### config.mk
export PLATFORM = sky130hd
export DESIGN_NAME = intel_hex_record_parser_top
export DESIGN_NICKNAME = d
export VERILOG_FILES = /design/src/rtl/ihex_pkg.sv /design/src/rtl/ihex_core.sv /design/src/rtl/intel_hex_record_parser_top.sv
export SDC_FILE = /design/constraint.sdc
export NUM_CORES = 1
export LEC_CHECK = 0
export BUFFER_PORTS_ARGS = -buffer_cell sky130_fd_sc_hd__buf_2
export CAP_MARGIN = 30
export CORE_ASPECT_RATIO = 0.5
export CORE_MARGIN = 2
export CORE_UTILIZATION = 62
export CTS_BUF_LIST = sky130_fd_sc_hd__clkbuf_2 sky130_fd_sc_hd__clkbuf_4 sky130_fd_sc_hd__clkbuf_8
export DETAILED_ROUTE_END_ITERATION = 6
export PLACE_DENSITY = 0.82
export SLEW_MARGIN = 20
export SYNTH_ARGS = -nofsm -noshare
export SYNTH_HDL_FRONTEND = slang
export SYNTH_SLANG_ARGS = --single-unit
### constraint.sdc
create_clock -name i_clk -period 5.11 [get_ports i_clk]
set_input_delay 0 -clock i_clk [delete_from_list [all_inputs] [get_ports i_clk]]
set_output_delay 0 -clock i_clk [all_outputs]
set_load 0.05 [all_outputs]
### src/rtl/ihex_pkg.sv
`default_nettype none

package ihex_pkg;

    // Line framing constants
    localparam logic [9:0] MIN_LINE  = 10'd11;
    localparam logic [9:0] COUNT_MAX = 10'd1023;
    localparam logic [9:0] DATA_BASE = 10'd9;
    localparam logic [7:0] CHAR_NL    = 8'h0A;
    localparam logic [7:0] CHAR_COLON = 8'h3A;

    // Record types
    localparam logic [7:0] REC_DATA   = 8'h00;
    localparam logic [7:0] REC_EOF    = 8'h01;
    localparam logic [7:0] REC_SEG    = 8'h02;
    localparam logic [7:0] REC_LINEAR = 8'h04;

    // Result kinds
    localparam logic KIND_DATA = 1'b0;
    localparam logic KIND_END  = 1'b1;

    typedef enum logic [2:0] {
        ST_OK         = 3'd0,
        ST_NO_COLON   = 3'd1,
        ST_BAD_HEADER = 3'd2,
        ST_TOO_SHORT  = 3'd3,
        ST_BAD_DATA   = 3'd4,
        ST_SHORT_ADDR = 3'd5
    } t_status;

    typedef struct packed {
        t_status     status;
        logic [7:0]  record_length;
        logic [7:0]  record_type;
        logic [7:0]  data_byte;
        logic [7:0]  byte_offset;
        logic [31:0] record_address;
        logic        kind;
    } t_result;

    // Hex digit value; bit 4 set marks a character that is not a hex digit.
    function automatic logic [4:0] hex_value(input logic [7:0] c);
        logic [4:0] v;
        if (c >= 8'h30 && c <= 8'h39) begin
            v = {1'b0, c[3:0]};
        end else if ((c >= 8'h41 && c <= 8'h46) || (c >= 8'h61 && c <= 8'h66)) begin
            v = {1'b0, c[3:0] + 4'd9};
        end else begin
            v = 5'h10;
        end
        return v;
    endfunction

endpackage

`default_nettype wire

### src/rtl/ihex_core.sv
`default_nettype none

module ihex_core (
    input  wire logic              i_clk,
    input  wire logic              i_rst_n,
    input  wire logic              i_fire,
    input  wire logic [7:0]        i_char,
    input  wire logic              i_eoi,
    output logic                   o_res_valid,
    output ihex_pkg::t_result      o_res
);

    logic [9:0]  r_count, n_count;
    logic        r_colon, n_colon;
    logic        r_hdr_bad, n_hdr_bad;
    logic        r_dat_bad, n_dat_bad;
    logic [3:0]  r_nibble, n_nibble;
    logic [7:0]  r_len, n_len;
    logic [15:0] r_offset, n_offset;
    logic [7:0]  r_type, n_type;
    logic [31:0] r_upper, n_upper;
    logic [15:0] r_first, n_first;
    logic        r_halted, n_halted;

    logic [4:0]        digit;
    logic [7:0]        byte_val;
    logic [9:0]        line_need;
    logic [9:0]        data_end;
    logic [9:0]        idx_full;
    logic [7:0]        byte_idx;
    ihex_pkg::t_status close_st;
    logic              closing;

    assign digit     = ihex_pkg::hex_value(i_char);
    assign byte_val  = {r_nibble, digit[3:0]};
    assign line_need = ihex_pkg::MIN_LINE + {1'b0, r_len, 1'b0};
    assign data_end  = ihex_pkg::DATA_BASE + {1'b0, r_len, 1'b0};
    assign idx_full  = (r_count - 10'd10) >> 1;
    assign byte_idx  = idx_full[7:0];

    // Status of a line that closes now, first matching error wins.
    always_comb begin
        if (!r_colon) begin
            close_st = ihex_pkg::ST_NO_COLON;
        end else if (r_hdr_bad) begin
            close_st = ihex_pkg::ST_BAD_HEADER;
        end else if (r_count < line_need) begin
            close_st = ihex_pkg::ST_TOO_SHORT;
        end else if (r_dat_bad) begin
            close_st = ihex_pkg::ST_BAD_DATA;
        end else if ((r_type == ihex_pkg::REC_SEG || r_type == ihex_pkg::REC_LINEAR)
                     && r_len < 8'd2) begin
            close_st = ihex_pkg::ST_SHORT_ADDR;
        end else begin
            close_st = ihex_pkg::ST_OK;
        end
    end

    // A line that reaches MIN_LINE closes at newline or end of input, unless halted.
    assign closing = i_fire && !r_halted && (i_eoi || i_char == ihex_pkg::CHAR_NL)
                     && r_count >= ihex_pkg::MIN_LINE;

    // Next state and result for one character.
    always_comb begin
        n_count   = r_count;
        n_colon   = r_colon;
        n_hdr_bad = r_hdr_bad;
        n_dat_bad = r_dat_bad;
        n_nibble  = r_nibble;
        n_len     = r_len;
        n_offset  = r_offset;
        n_type    = r_type;
        n_upper   = r_upper;
        n_first   = r_first;
        n_halted  = r_halted;

        o_res_valid           = 1'b0;
        o_res.kind            = ihex_pkg::KIND_END;
        o_res.record_address  = r_upper + {16'd0, r_offset};
        o_res.byte_offset     = 8'd0;
        o_res.data_byte       = 8'd0;
        o_res.record_type     = r_type;
        o_res.record_length   = r_len;
        o_res.status          = close_st;

        if (closing) begin
            o_res_valid = 1'b1;
        end

        if (i_fire) begin
            if (i_eoi || (!r_halted && i_char == ihex_pkg::CHAR_NL)) begin
                // Line close: update the upper address or halt, then clear the line.
                if (closing) begin
                    if (close_st != ihex_pkg::ST_OK) begin
                        n_halted = 1'b1;
                    end else if (r_type == ihex_pkg::REC_SEG) begin
                        n_upper = {12'd0, r_first, 4'd0};
                    end else if (r_type == ihex_pkg::REC_LINEAR) begin
                        n_upper = {r_first, 16'd0};
                    end
                end
                n_count   = '0;
                n_colon   = 1'b0;
                n_hdr_bad = 1'b0;
                n_dat_bad = 1'b0;
                n_nibble  = '0;
                n_len     = '0;
                n_offset  = '0;
                n_type    = '0;
                n_first   = '0;
                if (i_eoi) begin
                    n_upper  = '0;
                    n_halted = 1'b0;
                end
            end else if (!r_halted) begin
                if (r_count != ihex_pkg::COUNT_MAX) begin
                    n_count = r_count + 10'd1;
                end
                if (r_count == 10'd0) begin
                    n_colon = (i_char == ihex_pkg::CHAR_COLON);
                end else if (r_count <= 10'd8) begin
                    // Header digits: length, offset high, offset low, type.
                    if (digit[4]) begin
                        n_hdr_bad = 1'b1;
                    end else if (r_count[0]) begin
                        n_nibble = digit[3:0];
                    end else begin
                        case (r_count[2:1])
                            2'd1:    n_len = byte_val;
                            2'd2:    n_offset[15:8] = byte_val;
                            2'd3:    n_offset[7:0] = byte_val;
                            default: n_type = byte_val;
                        endcase
                    end
                end else if (r_count < data_end) begin
                    // Data digits: a byte completes on every even data position.
                    if (digit[4]) begin
                        n_dat_bad = 1'b1;
                    end else if (r_count[0]) begin
                        n_nibble = digit[3:0];
                    end else begin
                        if (byte_idx == 8'd0) begin
                            n_first[15:8] = byte_val;
                        end else if (byte_idx == 8'd1) begin
                            n_first[7:0] = byte_val;
                        end
                        if (r_colon && !r_hdr_bad && !r_dat_bad
                            && r_type == ihex_pkg::REC_DATA) begin
                            o_res_valid       = 1'b1;
                            o_res.kind        = ihex_pkg::KIND_DATA;
                            o_res.byte_offset = byte_idx;
                            o_res.data_byte   = byte_val;
                            o_res.status      = ihex_pkg::ST_OK;
                        end
                    end
                end
            end
        end
    end

    // Parser state
    always_ff @(posedge i_clk) begin
        if (!i_rst_n) begin
            r_count   <= '0;
            r_colon   <= 1'b0;
            r_hdr_bad <= 1'b0;
            r_dat_bad <= 1'b0;
            r_nibble  <= '0;
            r_len     <= '0;
            r_offset  <= '0;
            r_type    <= '0;
            r_upper   <= '0;
            r_first   <= '0;
            r_halted  <= 1'b0;
        end else begin
            r_count   <= n_count;
            r_colon   <= n_colon;
            r_hdr_bad <= n_hdr_bad;
            r_dat_bad <= n_dat_bad;
            r_nibble  <= n_nibble;
            r_len     <= n_len;
            r_offset  <= n_offset;
            r_type    <= n_type;
            r_upper   <= n_upper;
            r_first   <= n_first;
            r_halted  <= n_halted;
        end
    end

    // A halted parser never emits a data byte.
    assert property (@(posedge i_clk) disable iff (!i_rst_n)
        (r_halted && o_res_valid) |-> (o_res.kind == ihex_pkg::KIND_END))
        else $error("data byte emitted while halted");

    // Every error closing that is not at end of input halts the parser.
    assert property (@(posedge i_clk) disable iff (!i_rst_n)
        (closing && !i_eoi && close_st != ihex_pkg::ST_OK) |=> r_halted)
        else $error("error close did not halt");

    // End of input always leaves an empty line.
    assert property (@(posedge i_clk) disable iff (!i_rst_n)
        (i_fire && i_eoi) |=> (r_count == 10'd0 && !r_halted && r_upper == 32'd0))
        else $error("end of input did not clear state");

endmodule

`default_nettype wire

### src/rtl/intel_hex_record_parser_top.sv
// Intel HEX record parser, one character per transaction.
// A character waits in the input register; its result is registered in the result or skid entry.
// Throughput: one character per cycle if the skid entry is free; one parser step per character.
// A two-entry output buffer (result register and skid register) decouples back-pressure.
// Reset (i_rst_n low at a clock edge) clears the line state, upper address, halt and buffers.
`default_nettype none

module intel_hex_record_parser_top (
    input  wire logic        i_clk,
    input  wire logic        i_rst_n,
    input  wire logic        s_axis_tvalid,
    output logic             s_axis_tready,
    input  wire logic [7:0]  s_axis_tdata,   // [7:0] char_code
    input  wire logic        s_axis_tlast,   // end_of_input
    output logic             m_axis_tvalid,
    input  wire logic        m_axis_tready,
    // [31:0] record_address, [39:32] byte_offset, [47:40] data_byte,
    // [55:48] record_type, [63:56] record_length, [66:64] status, [71:67] zero
    output logic [71:0]      m_axis_tdata,
    output logic             m_axis_tuser    // kind
);

    logic                r_in_valid;
    logic [7:0]          r_in_char;
    logic                r_in_eoi;
    logic                r_out_valid;
    ihex_pkg::t_result   r_out;
    logic                r_skid_valid;
    ihex_pkg::t_result   r_skid;
    logic                proc;
    logic                out_take;
    logic                res_valid;
    ihex_pkg::t_result   res;

    // The parser steps when a character is held and the skid entry is free.
    assign proc          = r_in_valid && !r_skid_valid;
    assign s_axis_tready = !r_in_valid || proc;
    assign out_take      = r_out_valid && m_axis_tready;

    ihex_core u_core (
        .i_clk       (i_clk),
        .i_rst_n     (i_rst_n),
        .i_fire      (proc),
        .i_char      (r_in_char),
        .i_eoi       (r_in_eoi),
        .o_res_valid (res_valid),
        .o_res       (res)
    );

    // Input register
    always_ff @(posedge i_clk) begin
        if (!i_rst_n) begin
            r_in_valid <= 1'b0;
        end else if (s_axis_tready) begin
            r_in_valid <= s_axis_tvalid;
        end
    end

    always_ff @(posedge i_clk) begin
        if (s_axis_tready && s_axis_tvalid) begin
            r_in_char <= s_axis_tdata;
            r_in_eoi  <= s_axis_tlast;
        end
    end

    // Result register and skid entry
    always_ff @(posedge i_clk) begin
        if (!i_rst_n) begin
            r_out_valid  <= 1'b0;
            r_skid_valid <= 1'b0;
        end else begin
            if (!r_out_valid || out_take) begin
                r_out_valid  <= r_skid_valid || (proc && res_valid);
                r_skid_valid <= 1'b0;
            end else if (proc && res_valid) begin
                r_skid_valid <= 1'b1;
            end
        end
    end

    always_ff @(posedge i_clk) begin
        if (!r_out_valid || out_take) begin
            r_out <= r_skid_valid ? r_skid : res;
        end else if (proc && res_valid) begin
            r_skid <= res;
        end
    end

    assign m_axis_tvalid = r_out_valid;
    assign m_axis_tuser  = r_out.kind;
    assign m_axis_tdata  = {5'd0, r_out.status, r_out.record_length, r_out.record_type,
                            r_out.data_byte, r_out.byte_offset, r_out.record_address};

    // The skid entry is only used behind a stalled result.
    assert property (@(posedge i_clk) disable iff (!i_rst_n)
        r_skid_valid |-> r_out_valid)
        else $error("skid entry filled with empty result register");

    // A stalled result holds its contents.
    assert property (@(posedge i_clk) disable iff (!i_rst_n)
        (r_out_valid && !m_axis_tready) |=> (r_out_valid && $stable(m_axis_tdata)))
        else $error("stalled result changed");

    // Data bytes always carry a clean status.
    assert property (@(posedge i_clk) disable iff (!i_rst_n)
        (r_out_valid && r_out.kind == ihex_pkg::KIND_DATA) |-> (r_out.status == ihex_pkg::ST_OK))
        else $error("data byte with error status");

endmodule

`default_nettype wire
**Word-level counts from Yosys, hierarchy flattened**

Cells that the tools add are included.

- Output and inout bits: 75
- Input bits: 13
- Register bits: 246

- Muxes and demuxes: 108
- Reductions and logical operators: 62
- Order comparisons: 11
- Eq/ne operators: 17
- $add $sub $neg: 6
- Bitwise operators: 2

Operator list:

| cell | count |
|---|---|
| $mux W16 | 22 |
| $mux W32 | 5 |
| $mux W8 | 19 |
| $mux W68 | 1 |
| $mux W3 | 14 |
| $mux W1 | 35 |
| $add A32 B16 Y32 | 1 |
| $mux W10 | 3 |
| $mux W4 | 7 |
| $reduce_and A7 Y1 | 4 |
| $reduce_bool A2 Y1 | 12 |
| $add A4 B9 Y10 const A | 2 |
| $lt A10 B10 Y1 | 2 |
| $ge A8 B7 Y1 const B | 2 |
| $le A8 B7 Y1 const B | 2 |
| $logic_not A8 Y1 | 2 |
| $logic_and A1 B1 Y1 | 15 |
| $add A10 B1 Y10 const B | 1 |
| $ge A10 B4 Y1 const B | 1 |
| $le A10 B4 Y1 const B | 1 |
| $logic_not A10 Y1 | 1 |
| $mux W5 | 2 |
| $ne A10 B10 Y1 const B | 1 |
| $reduce_and A5 Y1 | 2 |
| 26 further kinds | 49 |

**Logic depth before layout (Yosys ltp)**

- Depth after elaboration: 18
- Depth in mapped cells: 14
- Mapped depth without buffers: 12

**By module**

A second synthesis with hierarchy kept.

- Cell total of the unflattened synthesis: 1,018
- Area, all modules: 12,162.9 um2

Modules (own cells, without submodules):

| module | area an instance (um2) | times used | sequential area each (um2) | cells each |
|---|---|---|---|---|
| ihex_core | 6,468.7 | 1 | 1,881.8 | 777 |
| intel_hex_record_parser_top | 5,694.2 | 1 | 4,414.2 | 241 |

**Worst setup path before layout**

Ideal clock, no wire load.

- Kind: register to register
- Start point: register u_core.r_len[4]
- End point: register r_skid[0] in the netlist's numbering, enable pin
- Setup time: 0.433 ns
- Clock period less this slack: 4.500 ns
- Arrival: 4.067 ns
- Path slack: 0.610 ns
- Stages on the path, launching flop included: 14
- Buffers on the path: 1
- Path through: dfxtp_1 > clkbuf_1 > and2_1 > nand3_1 > nor2_1 > xnor2_1 > ha_1 > a2111o_1 > a21oi_1 > o211ai_2 > nor2b_1 > inv_2 > o21ai_0 > and2_1

- Cells in the longest elaborated chain, start to end: 10

Ends and longest elaborated chain:

| what | line | source |
|---|---|---|
| from (decl) | ihex_core.sv:18 | `logic [7:0] r_len, n_len;` |
| from (signal assigned) | ihex_core.sv:181 | `r_len <= n_len;` |
| $add A4 B9 Y10 | ihex_core.sv:37 | `assign data_end = ihex_pkg::DATA_BASE + {1'b0, r_len, 1'b0};` |
| $lt A10 B10 Y1 | ihex_core.sv:135 | `end else if (r_count < data_end) begin` |
| $mux W1 | ihex_core.sv:135 |  |
| $mux W1 | ihex_core.sv:121 | `end else if (r_count <= 10'd8) begin` |
| $mux W1 | ihex_core.sv:119 | `if (r_count == 10'd0) begin` |
| $mux W1 | ihex_core.sv:115 | `end else if (!r_halted) begin` |
| $mux W1 | ihex_core.sv:91 | `if (i_eoi \|\| (!r_halted && i_char == ihex_pkg::CHAR_NL)) begin` |
| $mux W1 | ihex_core.sv:90 | `if (i_fire) begin` |
| $logic_and A1 B1 Y1 | intel_hex_record_parser_top.sv:84 | `end else if (proc && res_valid) begin` |
| $reduce_and A2 Y1 (no source line) | n/a |  |
| to (signal assigned) | intel_hex_record_parser_top.sv:85 | `r_skid <= res;` |
| to (decl) | intel_hex_record_parser_top.sv:29 | `ihex_pkg::t_result r_skid;` |

Every way passes these cells.
A chain may end at the register's enable or synchronous reset.

**Final worst setup path**

- Start point: register u_core.r_len[2]
- End point: register r_skid[39] in the netlist's numbering, enable pin

The elaborated chain is that of the path after synthesis.

==> reports/results.txt <==
status - finished, final reports clean
most common cell after layout, fill and taps aside - edfxtp_1
root cell of the clock tree - clkbuf_8
routability cong. - 0.952
cts bufs inserted - 35
Clk pwr share - 43.6%
fin. max-slew vios - 0
Area Growth Syn to Fin - 12.7%
FF-to-FF path depth - 12
Die ar. - 0.0196 mm²
critical path's largest stage delay - 0.51 ns
asr flop ratio synth - 0%
worst hold-check path type - in -> reg
io pins - 88
DPL Wire Length - 17.4 mm
final period demand of the worst path - 3.81 ns
Reg power frac - 54.2%
Setup crit start kind - register
hold depth - 2
post-CTS setup buffer count - 0
number of synthesized flops with an enable pin - 145
Die X-Extent - 196 µm
post-synthesis cell type count - 70
PortBufs - 82
routed vias/inst - 5.93
maxcap violations - 0
clk sinks - 242
Worst Skew - 0.0185 ns
fmax - 263 MHz
pwr dens - 296 mW/mm²
post-DR wirelength/cell - 19.0 µm
actual slew at the worst max-slew pin - 0.887 ns
Post-DRT Antenna Nets - 0
Remaining Overflow, GRT - 0
Clk pin slew, worst setup/hold paths - 0.07 ns
DRT Pass-1 Iters - 5
Synth Instances - 976
Vert. Die Dim - 99.9 µm
number of synthesized register bits - 242
worst r2r src - u_core.r_len[2]
initial antenna violation count - 0
commonest cells after routing, fill and taps aside - edfxtp_1, nand2_1, dfxtp_1
Mapped Avg Cell Area - 11.7 µm²
min-delay src - i_rst_n
Final period util - 74.5%
CP max stage cell - dfxtp_1
worst rel slew slack - 40.2%
CORE AREA - 0.0177 mm²
GRT Total Usage - 26.4%
layout cell share with drive strength beyond 1 - 21.2%
WS Path Type - reg -> reg
Comb pwr share - 2.3%
diode count - 0
Pint - 2.99 mW
first-pass GRT wire length - 40.5 mm
WP data required - 5.27 ns
worst reg2reg setup slack - 1.30 ns
WP data arrival - 3.97 ns
largest net degree at the start of global routing - 83
Crit Path Max Fanout - 38
post-place setup slack - 1.40 ns
later-pin clock latency in the skew report - 0.54 ns
post-route setup TNS - 0 ns
DRC viols - 0
Cell Area, Synth - 0.0114 mm²
Yosys warning total - 0
switching power - 0.815 mW
DRT iter0 DRCs - 693
Final Cell Area - 0.0129 mm²
fin nets - 1131
final setup vio count - 0
Crit path top cell by count - ha_1
Final WS setup - 1.30 ns
placed cell area - 0.0120 mm²
RSZ-0062 raised after global routing - no
CTS tree - built
Worst Hold Slack - 0.0982 ns
Initial Util - 64.5%
Clock Tree Buf Depth - 3
RR Endpoint - r_skid[39]
Switching Share - 21.4%
maximum vdd drop - 0.198 mV
Most used DFF post-synth - edfxtp_1
Via Count - 7905
Post-Route WL - 25.2 mm
crit-path cells - ha_1 -> and3_1 -> xnor2_1 -> ha_1 -> a2111o_1 -> a21oi_1 -> o211ai_2 -> nor2b_1 -> inv_2 -> o21ai_0 -> and2_2 -> buf_4
post-synthesis sequential area ratio - 55.2%
fill count - 1211
Leakage - 5.54 nW
# rows - 34
crit end category - register
vias in the first global route - 7819
final hold vios - 0
H-Tree Depth - 2
worst hold endpoint - r_skid_valid
[power groups by stage]
stage / registers, mW / logic (mW) / clock network, mW
after detailed placement: 2.10 / 0.0781 / 0
final: 2.06 / 0.0868 / 1.66
after CTS: 2.06 / 0.0846 / 1.68
after global routing: 2.06 / 0.0933 / 1.77
after global placement: 2.10 / 0.0762 / 0
after floorplan: 2.10 / 0.0598 / 0
[cell usage after synthesis (all sizes together) (16+ instances only)]
library cell / instances / share of area (%)
a21oi: 32 / 1.4
a32o: 16 / 1.4
clkbuf: 34 / 1.1
dfxtp: 97 / 17
edfxtp: 145 / 38
ha: 46 / 5.0
inv: 32 / 1.1
mux2: 46 / 4.5
mux2i: 61 / 5.4
nand2: 100 / 3.4
nand3: 49 / 2.1
nor2: 46 / 1.6
o21ai: 31 / 1.4
xnor2: 29 / 2.2
xor2: 19 / 1.5
[final cells by class]
cell class | instances | area (µm²) | area share [%]
timing repair buffer | 103 | 616 | 4.79
clock buffer | 56 | 689 | 5.36
clock inverter | 8 | 73.8 | 0.574
inverter | 32 | 120 | 0.934
tap | 234 | 293 | 2.28
multi-input combinational | 657 | 4770 | 37.1
sequential | 242 | 6300 | 49.0
[layer usage]
layer / track usage (%) / vias up / routed length, µm
li1: - / 3770 / -
met1: 37.0 / 3796 / 11600
met2: 42.0 / 287 / 11400
met3: 5.51 / 52 / 1670
met4: 8.04 / 0 / 543
met5: 0 / - / 0
[worst max path at each step]
stage                                from  slack [ns]         end  depth (start not counted)
after floorplan           u_core.r_len[4]        0.61   r_skid[0]                         13
after global placement    u_core.r_len[4]        1.50  r_skid[36]                         13
after detailed placement  u_core.r_len[2]        1.40  r_skid[38]                         12
after CTS                 u_core.r_len[2]        1.35  r_skid[39]                         12
after global routing      u_core.r_len[2]        1.15  r_skid[38]                         12
final                     u_core.r_len[2]        1.30  r_skid[39]                         12
[timing repair]
| item | 4_1_cts | 5_1_grt |
|---|---|---|
| hold endpoints to repair | 12 | 0 |
| gates resized for setup | 0 | 0 |
| hold buffers | 11 | 0 |
[sequential cells by signal, summed over array words and instances, names as in the netlist, 4 cells and up]
name / cells
r_skid: 68
m_axis_tdata: 67
u_core.r_upper: 28
u_core.r_first: 16
u_core.r_offset: 16
u_core.r_count: 10
r_in_char: 8
u_core.r_len: 8
u_core.r_type: 8
u_core.r_nibble: 4
[worst max-delay path: cells and delay by family, from the launching register on]
family	cells	cell delay [ns]
AOI/OAI and AO/OA	4	1.00
buffers and inverters	2	0.58
xor gates and xnor gates	1	0.13
adders and majority gates	2	0.54
DFF	1	0.51
and+or+nand+nor	3	0.66
[logic make-up after synthesis]
kind of cell / count (synthesis) / synth area share (%)
flip-flops: 242 / 55.2
multiplexers: 107 / 9.89
adder cells (fa/ha/maj): 47 / 5.22
other: 1 / 0.0329
buffers and inverters: 81 / 3.17
AND/OR/NAND/NOR: 297 / 13.3
AO/OA/AOI/OAI: 153 / 9.51
XOR/XNOR: 48 / 3.69
[through the flow]
step / std cells / util, % / power [mW]
2_1_floorplan: 980 / - / 2.16
3_3_place_gp: 1256 / 67.6 / 2.18
3_5_place_dp: 1256 / 67.6 / 2.18
4_1_cts: 1331 / 72.5 / 3.82
5_1_grt: 1332 / 72.7 / 3.92
6_report: 1332 / 72.7 / 3.80
(Power assumes the default switching activity.)
